File: config.mk
export PLATFORM = sky130hd
export DESIGN_NAME = real_mode_x86_subset_executor_top
export DESIGN_NICKNAME = d
export VERILOG_FILES = /design/src/hdl/x86ex_pkg.sv /design/src/hdl/real_mode_x86_subset_executor_top.sv
export SDC_FILE = /design/constraint.sdc
export NUM_CORES = 1
export LEC_CHECK = 0
export BUFFER_PORTS_ARGS = -buffer_cell sky130_fd_sc_hd__buf_2
export CAP_MARGIN = 30
export CORE_MARGIN = 2
export CORE_UTILIZATION = 55
export DETAILED_ROUTE_END_ITERATION = 8
export PLACE_DENSITY = 0.73
export SETUP_SLACK_MARGIN = 0.2
export SYNTH_ARGS = -nofsm -noshare
export SYNTH_HDL_FRONTEND = slang
export SYNTH_SLANG_ARGS = --single-unit
File: constraint.sdc
create_clock -name clk -period 7.3 [get_ports clk]
set_clock_uncertainty 0.2 [all_clocks]
set_input_delay 0.73 -clock clk [delete_from_list [all_inputs] [get_ports clk]]
set_output_delay 0.73 -clock clk [all_outputs]
set_load 0.05 [all_outputs]
File: src/hdl/x86ex_pkg.sv
// Package for the real-mode x86 subset executor: request types, opcodes and status codes.
`timescale 1ns / 1ps

package x86ex_pkg;

	// Opcodes of the supported subset
	localparam logic [7:0] OP_OR_RM8_R8   = 8'h08;
	localparam logic [7:0] OP_MOV_SREG    = 8'h8E;
	localparam logic [7:0] OP_LODSB       = 8'hAC;
	localparam logic [7:0] OP_LODSW       = 8'hAD;
	localparam logic [7:0] OP_JZ_REL8     = 8'h74;
	localparam logic [7:0] OP_JMP_REL8    = 8'hEB;
	localparam logic [7:0] OP_INT         = 8'hCD;
	localparam logic [7:0] OP_MOV_R8_LO   = 8'hB0;
	localparam logic [7:0] OP_MOV_R8_HI   = 8'hB7;
	localparam logic [7:0] OP_MOV_R16_LO  = 8'hB8;
	localparam logic [7:0] OP_MOV_R16_HI  = 8'hBF;

	// ModRM mod value for the register form
	localparam logic [1:0] MOD_REG = 2'd3;

	// Register indexes
	localparam logic [2:0] REG_AX = 3'd0;
	localparam logic [2:0] REG_SI = 3'd6;
	localparam logic [2:0] SEG_CS = 3'd1;
	localparam logic [2:0] SEG_DS = 3'd3;
	localparam logic [2:0] SEG_LAST = 3'd5;
	localparam int unsigned NUM_GPR = 8;
	localparam int unsigned NUM_SEG = 6;

	// Status codes
	localparam logic [2:0] ST_OK          = 3'd0;
	localparam logic [2:0] ST_BAD_OPCODE  = 3'd1;
	localparam logic [2:0] ST_BAD_MODE    = 3'd2;
	localparam logic [2:0] ST_BAD_SEGMENT = 3'd3;
	localparam logic [2:0] ST_INTERRUPT   = 3'd4;
	localparam logic [2:0] ST_HALTED      = 3'd5;

	typedef struct packed {
		logic [7:0]  opcode;
		logic [7:0]  modrm;
		logic [7:0]  imm_high;
		logic [15:0] load_data;
	} x86ex_req_t;

	typedef struct packed {
		logic [2:0]  status;
		logic [7:0]  interrupt_number;
		logic [20:0] next_fetch_address;
		logic [20:0] string_load_address;
		logic [15:0] accumulator;
		logic        zero_flag;
		logic        sign_flag;
		logic        parity_flag;
	} x86ex_rsp_t;

endpackage

File: src/hdl/real_mode_x86_subset_executor_top.sv
// Real-mode x86 subset executor: decode, register update and two-entry result buffer.
`timescale 1ns / 1ps

// Executes one pre-fetched real-mode instruction per request (OR r/m8,r8 register form,
// MOV Sreg,r16 register form, LODSB/LODSW, JZ/JMP rel8, MOV reg,imm and INT n) and returns
// one result per request in order. Decode and the register file read-modify-write happen
// in the cycle a request is accepted, and the result lands in an output register backed
// by a one-entry skid buffer, so a request can be taken every cycle while out_ready is high
// and one more while a result waits. Any decode error halts the block; afterwards every
// request returns the halted status and changes nothing until reset. cfg_data is the
// string direction flag (1 makes LODS decrement SI); write it only while no result is
// outstanding. cfg_ready is always high.
module real_mode_x86_subset_executor_top import x86ex_pkg::*; (
	input  logic       clk,
	input  logic       arst_n,
	input  logic       in_valid,
	output logic       in_ready,
	input  x86ex_req_t in_data,
	output logic       out_valid,
	input  logic       out_ready,
	output x86ex_rsp_t out_data,
	input  logic       cfg_valid,
	output logic       cfg_ready,
	input  logic       cfg_data
);

	// Architectural state
	logic [15:0] gpr_q [NUM_GPR];
	logic [15:0] seg_q [NUM_SEG];
	logic [15:0] ip_q;
	logic        zf_q, sf_q, pf_q;
	logic        halted_q;
	logic        dir_down_q;

	// Result buffer
	x86ex_rsp_t  main_q, skid_q;
	logic        main_vld_q, skid_vld_q;

	// Next-state values
	logic [15:0] gpr_n [NUM_GPR];
	logic [15:0] seg_n [NUM_SEG];
	logic [15:0] ip_n;
	logic        zf_n, sf_n, pf_n;
	logic [2:0]  status;
	logic [7:0]  vec;
	logic [15:0] len;
	logic [15:0] rel;
	logic [1:0]  modf;
	logic [2:0]  regf, rmf;
	logic [7:0]  or_val;
	logic [15:0] lods_step;
	x86ex_rsp_t  rsp;
	logic        accept, pop;

	function automatic logic [7:0] rd_byte(input logic [15:0] r [NUM_GPR], input logic [2:0] idx);
		logic [15:0] w;
		w = r[{1'b0, idx[1:0]}];
		return idx[2] ? w[15:8] : w[7:0];
	endfunction

	assign cfg_ready = 1'b1;
	assign in_ready  = !skid_vld_q;
	assign accept    = in_valid && in_ready;
	assign out_valid = main_vld_q;
	assign out_data  = main_q;
	assign pop       = main_vld_q && out_ready;

	assign modf = in_data.modrm[7:6];
	assign regf = in_data.modrm[5:3];
	assign rmf  = in_data.modrm[2:0];
	assign rel  = {{8{in_data.modrm[7]}}, in_data.modrm};
	assign or_val = rd_byte(gpr_q, rmf) | rd_byte(gpr_q, regf);
	assign lods_step = (in_data.opcode == OP_LODSB) ? 16'd1 : 16'd2;

	// Instruction decode and execute
	always_comb begin
		gpr_n  = gpr_q;
		seg_n  = seg_q;
		ip_n   = ip_q;
		zf_n   = zf_q;
		sf_n   = sf_q;
		pf_n   = pf_q;
		status = ST_OK;
		vec    = 8'd0;
		len    = 16'd1;
		if (halted_q) begin
			status = ST_HALTED;
			len    = 16'd0;
		end else begin
			unique case (in_data.opcode) inside
				OP_OR_RM8_R8: begin
					len = 16'd2;
					if (modf != MOD_REG) begin
						status = ST_BAD_MODE;
					end else begin
						if (rmf[2])
							gpr_n[{1'b0, rmf[1:0]}][15:8] = or_val;
						else
							gpr_n[{1'b0, rmf[1:0]}][7:0] = or_val;
						zf_n = (or_val == 8'd0);
						sf_n = or_val[7];
						pf_n = ~^or_val;
					end
				end
				OP_MOV_SREG: begin
					len = 16'd2;
					if (modf != MOD_REG)
						status = ST_BAD_MODE;
					else if (regf > SEG_LAST)
						status = ST_BAD_SEGMENT;
					else
						seg_n[regf] = gpr_q[rmf];
				end
				OP_LODSB, OP_LODSW: begin
					if (in_data.opcode == OP_LODSB)
						gpr_n[REG_AX][7:0] = in_data.load_data[7:0];
					else
						gpr_n[REG_AX] = in_data.load_data;
					if (dir_down_q)
						gpr_n[REG_SI] = gpr_q[REG_SI] - lods_step;
					else
						gpr_n[REG_SI] = gpr_q[REG_SI] + lods_step;
				end
				OP_JZ_REL8, OP_JMP_REL8: begin
					len = 16'd2;
					if (in_data.opcode == OP_JMP_REL8 || zf_q)
						ip_n = ip_q + rel;
				end
				[OP_MOV_R8_LO:OP_MOV_R8_HI]: begin
					len = 16'd2;
					if (in_data.opcode[2])
						gpr_n[{1'b0, in_data.opcode[1:0]}][15:8] = in_data.modrm;
					else
						gpr_n[{1'b0, in_data.opcode[1:0]}][7:0] = in_data.modrm;
				end
				[OP_MOV_R16_LO:OP_MOV_R16_HI]: begin
					len = 16'd3;
					gpr_n[in_data.opcode[2:0]] = {in_data.imm_high, in_data.modrm};
				end
				OP_INT: begin
					len    = 16'd2;
					status = ST_INTERRUPT;
					vec    = in_data.modrm;
				end
				default: status = ST_BAD_OPCODE;
			endcase
		end
		ip_n = ip_n + len;
	end

	// Result fields from the updated state
	always_comb begin
		rsp.status              = status;
		rsp.interrupt_number    = vec;
		rsp.next_fetch_address  = {1'b0, seg_n[SEG_CS], 4'd0} + {5'd0, ip_n};
		rsp.string_load_address = {1'b0, seg_n[SEG_DS], 4'd0} + {5'd0, gpr_n[REG_SI]};
		rsp.accumulator         = gpr_n[REG_AX];
		rsp.zero_flag           = zf_n;
		rsp.sign_flag           = sf_n;
		rsp.parity_flag         = pf_n;
	end

	// Architectural state update
	always_ff @(posedge clk or negedge arst_n) begin
		if (!arst_n) begin
			for (int i = 0; i < NUM_GPR; i++) gpr_q[i] <= 16'd0;
			for (int i = 0; i < NUM_SEG; i++) seg_q[i] <= 16'd0;
			ip_q       <= 16'd0;
			zf_q       <= 1'b0;
			sf_q       <= 1'b0;
			pf_q       <= 1'b0;
			halted_q   <= 1'b0;
			dir_down_q <= 1'b0;
		end else begin
			if (cfg_valid)
				dir_down_q <= cfg_data;
			if (accept) begin
				gpr_q <= gpr_n;
				seg_q <= seg_n;
				ip_q  <= ip_n;
				zf_q  <= zf_n;
				sf_q  <= sf_n;
				pf_q  <= pf_n;
				if (status == ST_BAD_OPCODE || status == ST_BAD_MODE ||
				    status == ST_BAD_SEGMENT)
					halted_q <= 1'b1;
			end
		end
	end

	// Result buffer valid bits
	always_ff @(posedge clk or negedge arst_n) begin
		if (!arst_n) begin
			main_vld_q <= 1'b0;
			skid_vld_q <= 1'b0;
		end else begin
			if (pop) begin
				if (skid_vld_q) begin
					skid_vld_q <= 1'b0;
				end else begin
					main_vld_q <= accept;
				end
			end else if (accept) begin
				if (main_vld_q)
					skid_vld_q <= 1'b1;
				else
					main_vld_q <= 1'b1;
			end
		end
	end

	// Result buffer payload
	always_ff @(posedge clk) begin
		if (pop) begin
			if (skid_vld_q)
				main_q <= skid_q;
			else if (accept)
				main_q <= rsp;
		end else if (accept) begin
			if (main_vld_q)
				skid_q <= rsp;
			else
				main_q <= rsp;
		end
	end

endmodule

# Yosys cells after proc, flatten, opt, wreduce, memory -nomap -nowiden
# Cells that the tools add are included.
# classes
n_addsub,6
multipliers,0
div_mod_pow,0
order_cmp,15
n_eq_ne,14
shifts,0
n_mux,76
n_bitwise,11
n_reduce_logical,29
# op_table
cell,n
bitwise mux 128 bit,5
2-to-1 mux 128 bit,4
2-to-1 mux 72 bit,5
2-to-1 mux 80 bit,4
demux 16 bit (select 3 bit),6
2-to-1 mux 16 bit,15
case mux 80 bit (3 select lines),1
binary-select mux 16 bit (select 3 bit),3
case mux 16 bit (4 select lines),2
bitwise mux 96 bit,1
2-to-1 mux 8 bit,7
case mux 16 bit (3 select lines),1
adder 20 x 16 -> 21 bit,2
"equality test 8 bit, second input constant",5
adder 16 bit,2
"greater-or-equal comparator 4 bit, second input constant",6
adder 16 x 2 -> 16 bit,1
"greater-or-equal comparator 8 bit, second input constant",2
"<= comparator 8 bit, second input constant",2
"less-than comparator 4 x 1 -> 1 bit, second input constant",4
subtractor 16 x 2 -> 16 bit,1
2-to-1 mux 1 bit,15
inverter 2 -> 4 bit,3
inverter 3 -> 4 bit,3
26 further kinds,51
# totals
reg_bits,391
latch_bits,0
ramBits,0
mem_bits_ro,0
in_bits,46
out_inout_bits,75
elab_cells,189
n_memories,0

# Longest topological paths before layout
# Gate-level depths: netlist of the first run.
# depth
word_depth,15
ltp_mapped,30
depth_no_buf,28

# Least setup slack after synthesis of the first run
# Ideal clock, no wire load.
# synth_path
path_kind,input to register
startpoint,input in_data[25] (netlist bit)
endpoint,register main_q (netlist bit out_data[57]) (data pin)
setup_time_ns,0.260
t_arrival_ns,6.274
required_time_ns,6.840
setup_slack_ns,0.566
path_stages,23
path_buffers,4
path_cell_list,clkbuf_1 clkbuf_1 clkbuf_1 buf_1 inv_1 fa_1 a21oi_1 inv_1 fa_1 or2_2 nor3_1 nand2b_1 nor2_1 xnor2_1 ha_1 nor4_1 o41ai_1 and4_1 mux2i_1 nand3_1 nand2b_1 xor2_1 mux2_2
# synth_rtl
item,line_no,rtl
"start, declared",real_mode_x86_subset_executor_top.sv:18,"input x86ex_req_t in_data,"
"end signal, assigned",real_mode_x86_subset_executor_top.sv:216,main_q <= skid_q;
"end signal, assigned",real_mode_x86_subset_executor_top.sv:218,main_q <= rsp;
"end signal, assigned",real_mode_x86_subset_executor_top.sv:223,main_q <= rsp;
"end, declared",real_mode_x86_subset_executor_top.sv:36,"x86ex_rsp_t main_q, skid_q;"

==> results of run 1 <==
final timing paths:
kind                                 to  slack, ps  cells past startpoint
setup / recovery           out_data[57]        970                     23
hold / removal               dir_down_q        230                      2
setup reg to reg           out_data[57]        970                     23
hold reg to reg               seg_q[79]        280                      2
max in group asynchronous      ip_q[13]       5060                      3
min in group asynchronous     gpr_q[96]        550                      2
through the flow:
step	instance area [µm²]	total power [W]
4_1_cts	22060	0.005566
3_5_place_dp	20850	0.003697
2_1_floorplan	19720	0.003326
3_3_place_gp	20820	0.003669
5_1_grt	22070	0.005722
6_report	22070	0.005533
placed cells by master, fill, tap and decap left out, types with 42 or more instances in the layout:
master	synthesis	layout
ha_1	59	59
xnor2_1	44	44
mux2i_1	55	55
inv_1	55	55
buf_4	2	42
dfrtp_1	183	183
mux2_2	142	142
nor2_1	129	126
edfxtp_1	144	144
nand2_1	363	362
o21ai_0	132	132
buf_2	4	119
mux4_2	48	48
a21oi_1	90	90
registers in the layout (all words and copies together), names as in the netlist:
signal and cells:
dir_down_q 1, gpr_q 128, halted_q 1, ip_q 16, out_data 72, out_valid 1
pf_q 1, seg_q 32, sf_q 1, skid_q 72, skid_vld_q 1, zf_q 1
worst max-delay path, cell delays in order (launching register included):
cell and delay (ps):
dfrtp_1 700, inv_1 320, nand4_1 190, o21a_1 620, nand2_1 110, nand2_1 80
ha_1 170, inv_1 60, fa_1 490, or2_2 360, nor3_1 350, nand2b_1 170
nor2_1 150, xnor2_1 160, ha_1 250, nor4_1 90, o41ai_1 400, buf_4 210
nor3b_1 200, mux2i_1 100, nand3_1 160, nand2b_1 80, xor2_1 160, mux2_2 280
routing by layer:
metal	vias up	global-route usage
met5	-	0
met4	0	0.1247
met3	155	0.04620
met2	946	0.4673
met1	7833	0.4635
li1	7227	-
power breakdown:
group	total (W)	switching, W	internal [W]
logic	0.00137	0.00109	0.000282
clock network	0.00187	0.000782	0.00109
registers	0.00228	0.0000742	0.00221
total	0.00553	0.00195	0.00358
area by class of cell:
cell class / instances / area, µm²
inverter: 55 / 206.4
clock buffer: 50 / 1015
clock inverter: 16 / 191.4
tap: 461 / 576.8
fill: 2843 / 13410
sequential: 327 / 8904
multi-input combinational: 1454 / 10220
timing repair buffer: 164 / 954.7
cells by family after synthesis:
kind of cell,Yosys count
AO/OA/AOI/OAI,412
XOR/XNOR,58
adder cells (fa/ha/maj),65
buffers and inverters,169
flip-flops,327
multiplexers,247
other,1
AND/OR/NAND/NOR,671
==> flow_summary.toml, run 1 <==
[run_status]
status = "finished, final reports clean"

[yosys]
synth-xor-area-share = 0.02614
synth-seq-cells = 327
synth_area_um2 = 19720
synth_flop_cell = "dfrtp_1"
synth_top_cells_by_area = "dfrtp_1, edfxtp_1, mux2_2, nand2_1, mux4_2"
async_reset_ff_frac = 0.5596
synth.distinct_cells = 73
synth_top_area_share = 0.2322
syn-num-nets = 2060
synth_top_cell_by_area = "dfrtp_1"
synth_cells = 1950
ys_warn_count = 0
synth_seq_area_share = 0.4515
synth.most_common_cell = "nand2_1"
synth_top_family_by_area = "multiplexers"
synth_edf_count = 144
synthAdderAreaFrac = 0.04301
synth_compound_area_frac = 0.1292
avgSynthCellArea_um2 = 10.11
synth_common_cells = "nand2_1, dfrtp_1, edfxtp_1, mux2_2, o21ai_0"
synth-simple-area-share = 0.1516
synth.area.mux_share = 0.1651

[timing]
tightest_slew_ps = 1075
period_share = 0.8665
min_period_ps = 6325
setup_viol = 0
relSlewSlack = 0.2779
hold_viol_final = 0
fmax_ghz = 0.1581
finalSetupTns_ps = 0
rsz0062_at_grt = "no"
whs_ps = 230.0
fin_ws_ps = 974.8
slew_viol_final = 0

[floorplan]
start_util = 0.5558
die_w_um = 193.4
io_pins = 121
die_h_um = 193.4
dieArea_um2 = 37390
rows = 69
core-area_um2 = 35480

[clocking]
hold_buffers = 1
clock_latency_ps = 540
ctsLongestPathBuffers = 3
cts_made_buffers = 37
clock_sinks = 327
cts_setup_buffers = 0
ctsHtreeMaxLevel = 2
cts_resized = 0
clock-root-buffer = "clkbuf_16"
clk_pin_slew_ps = 70
cts_tree = "built"

[critical_path]
path_class = "reg -> reg"
cp.required_ps = 7380
cp_max_fo = 18
critPathCaptureType = "flip-flop"
crit_arrival_ps = 6410
startpoint = "halted_q"
r2r_start = "halted_q"
start_kind = "flip-flop"

[route]
ant_nets = 0
dr_wl_met2_mm = 25.77
dr.pass1.iters = 7
met1Wirelength_mm = 25.24
routed.top_layer = "met4"
drt_iter0_markers = 1786
vias = 16160
drc = 0
wl_met3_mm = 5.881
vias_per_cell = 6.395
wl_per_cell_um = 23.54
wirelength_mm = 59.48

[cells_and_area]
synthToLayoutAreaGrowth_pct = 11.90
drive_above_1_share = 0.2101
antennaDiodeCount = 0
instances_no_fill = 2527
fin_nets = 2149
post-route-util = 0.6220

[global_route]
grt_pass1_wl_mm = 91.62
antenna_found_initial = 1
grt_pass1_vias = 15380
globalRouteOverflowTotal = 0
grt_max_degree = 82
grt_usage = 0.3137

[placement]
portBuffers = 119
gp_congestion = 0.9603
hpwlAfterDp_mm = 41.28
dp_slack_ps = 601.0
dp.cells = 2459

[flow_run]
maxCapViolCount = 0

[min_path]
holdCritStartpoint = "cfg_data"
hold_class = "in -> reg"

[pwr]
p_per_area_nw_per_um2 = 250.7
ir_drop_mv = 0.5121
leakagePower_nw = 9.582
No activity file was read; power rests on OpenSTA's default activity.
==> inputs of run 2 (changes only) <==
--- a/config.mk
+++ b/config.mk
@@ -10,8 +10,9 @@
 export CORE_MARGIN = 2
 export CORE_UTILIZATION = 55
 export DETAILED_ROUTE_END_ITERATION = 8
-export PLACE_DENSITY = 0.73
-export SETUP_SLACK_MARGIN = 0.2
+export PLACE_DENSITY = 0.83
+export SETUP_SLACK_MARGIN = 0.3
+export SKIP_LAST_GASP = 1
 export SYNTH_ARGS = -nofsm -noshare
 export SYNTH_HDL_FRONTEND = slang
 export SYNTH_SLANG_ARGS = --single-unit
==> flow_summary.toml, run 2 (synthesis gave the netlist of run 1 again) <==
[pwr]
swShare = 0.3521
p_int_w = 0.003598
pwr-share-seq = 0.413
p_sw_w = 0.001955
clockPowerShare = 0.340
leakagePower_nw = 9.582
p_comb_frac = 0.247
ir_drop_mv = 0.4882
p_per_area_nw_per_um2 = 251.3

[timing]
min_period_ps = 6384
fin_ws_ps = 916.2
slew_viol_final = 0
finalSetupTns_ps = 0
relSlewSlack = 0.2392
rsz0062_at_grt = "no"
setup_viol = 0
period_share = 0.8745
hold_viol_final = 0
fmax_ghz = 0.1566
tightest_slew_ps = 1132

[clocking]
cts_made_buffers = 36
clock-root-buffer = "clkbuf_16"
cts_tree = "built"
clk_pin_slew_ps = 60
ctsHtreeMaxLevel = 2
clock_sinks = 327
clock_latency_ps = 550
ctsLongestPathBuffers = 3
cts_resized = 0

[cells_and_area]
final_common_cell = "nand2_1"
antennaDiodeCount = 0
layout_common_cells = "nand2_1, dfrtp_1, edfxtp_1, mux2_2, o21ai_0"
synthToLayoutAreaGrowth_pct = 12.06
fin_nets = 2147
multi_input_area_um2 = 10210
largest_register_ffs = 128
regArea_um2 = 8904
drive_above_1_share = 0.2088
n_fill_cell = 2802
largest_register = "gpr_q"

[floorplan]
die_w_um = 193.4
die_h_um = 193.4
rows = 69
core-area_um2 = 35480
dieArea_um2 = 37390
io_pins = 121
start_util = 0.5558

[critical_path]
cp.required_ps = 7390
crit_top_cell = "o21ai_0"
path_class = "in -> reg"
crit_slowest_cell = "fa_1"
ff2ff_path_depth = 24
critPathCaptureType = "flip-flop"
crit_arrival_ps = 6480
start_kind = "input pin"
r2r_slack_ps = 1390
slowest_delay_ps = 520
cp_max_fo = 15

[global_route]
antenna_found_initial = 1
grt_max_degree = 113
globalRouteOverflowTotal = 0
grt_pass1_vias = 15930
grt_usage = 0.3237
grt_pass1_wl_mm = 94.47

[route]
vias_per_cell = 6.540
wirelength_mm = 60.61
dr.pass1.iters = 6
ant_nets = 0
drc = 0
drt_iter0_markers = 2180
vias = 16510
wl_per_cell_um = 24.00

[min_path]
hold_class = "in -> reg"
hold_depth = 2

[placement]
gp_congestion = 0.9793
portBuffers = 119
hpwlAfterDp_mm = 41.85
dp_slack_ps = 517.8

[run_status]
status = "finished, final reports clean"

[flow_run]
maxCapViolCount = 0
==> run 2: worst paths after layout <==
check,from,endpoint
max,in_data[34],out_data[37]
min,cfg_data,dir_down_q
max reg2reg,dir_down_q,out_data[37]
min reg2reg,seg_q[73],seg_q[73]
max in group asynchronous,arst_n,seg_q[71]
min in group asynchronous,arst_n,gpr_q[80]
==> run 2: power groups by stage <==
stage / Combinational, W / Sequential [W] / Clock [W]
global placement: 0.00134 / 0.00232 / 0
CTS: 0.00137 / 0.00230 / 0.00190
finish: 0.00137 / 0.00229 / 0.00189
detailed placement: 0.00136 / 0.00233 / 0
global route: 0.00144 / 0.00232 / 0.00197
floorplan: 0.000445 / 0.00288 / 0
==> run 2: layout make-up <==
class                   count  share of cell area
flip-flops and latches    327              0.4029
well taps                 461             0.02610
multi-input cells        1454              0.4620
clock buffers              48             0.04461
repair buffers            163             0.04478
clock inverters            17             0.01030
inverters                  55            0.009342
==> run 2: worst max-delay path: cells and delay by family <==
family | cells | cell delay (ps)
compound gates | 13 | 2500
simple gates | 8 | 1460
fa+ha+maj | 2 | 740
buf+inv | 3 | 480
mux | 1 | 290
xor+xnor | 2 | 250
==> run 2: stage by stage <==
stage / instance area, µm² / std cells / hold WS, ps / utilization / total power [W]
after CTS: 22030 / 2522 / 183.4 / 0.6210 / 0.005570
after global placement: 20810 / 2456 / 257.9 / 0.5866 / 0.003666
final: 22100 / 2525 / 230.8 / 0.6228 / 0.005553
after global routing: 22100 / 2525 / 225.7 / 0.6228 / 0.005733
after detailed placement: 20820 / 2457 / 275.7 / 0.5868 / 0.003696
after floorplan: 19720 / 1950 / 234.4 / - / 0.003326
==> run 2: what timing repair did <==
item,in CTS,in global routing
hold buffers,0,1
endpoints found under the hold margin,0,1
buffers inserted,0,0
==> run 2: routing by layer <==
metal / up-vias / part of all wire / GRT usage
met5: - / 0 / 0
met4: 0 / 0.051 / 0.1431
li1: 7227 / - / -
met1: 8102 / 0.40 / 0.4679
met3: 170 / 0.11 / 0.06607
met2: 1015 / 0.43 / 0.4735
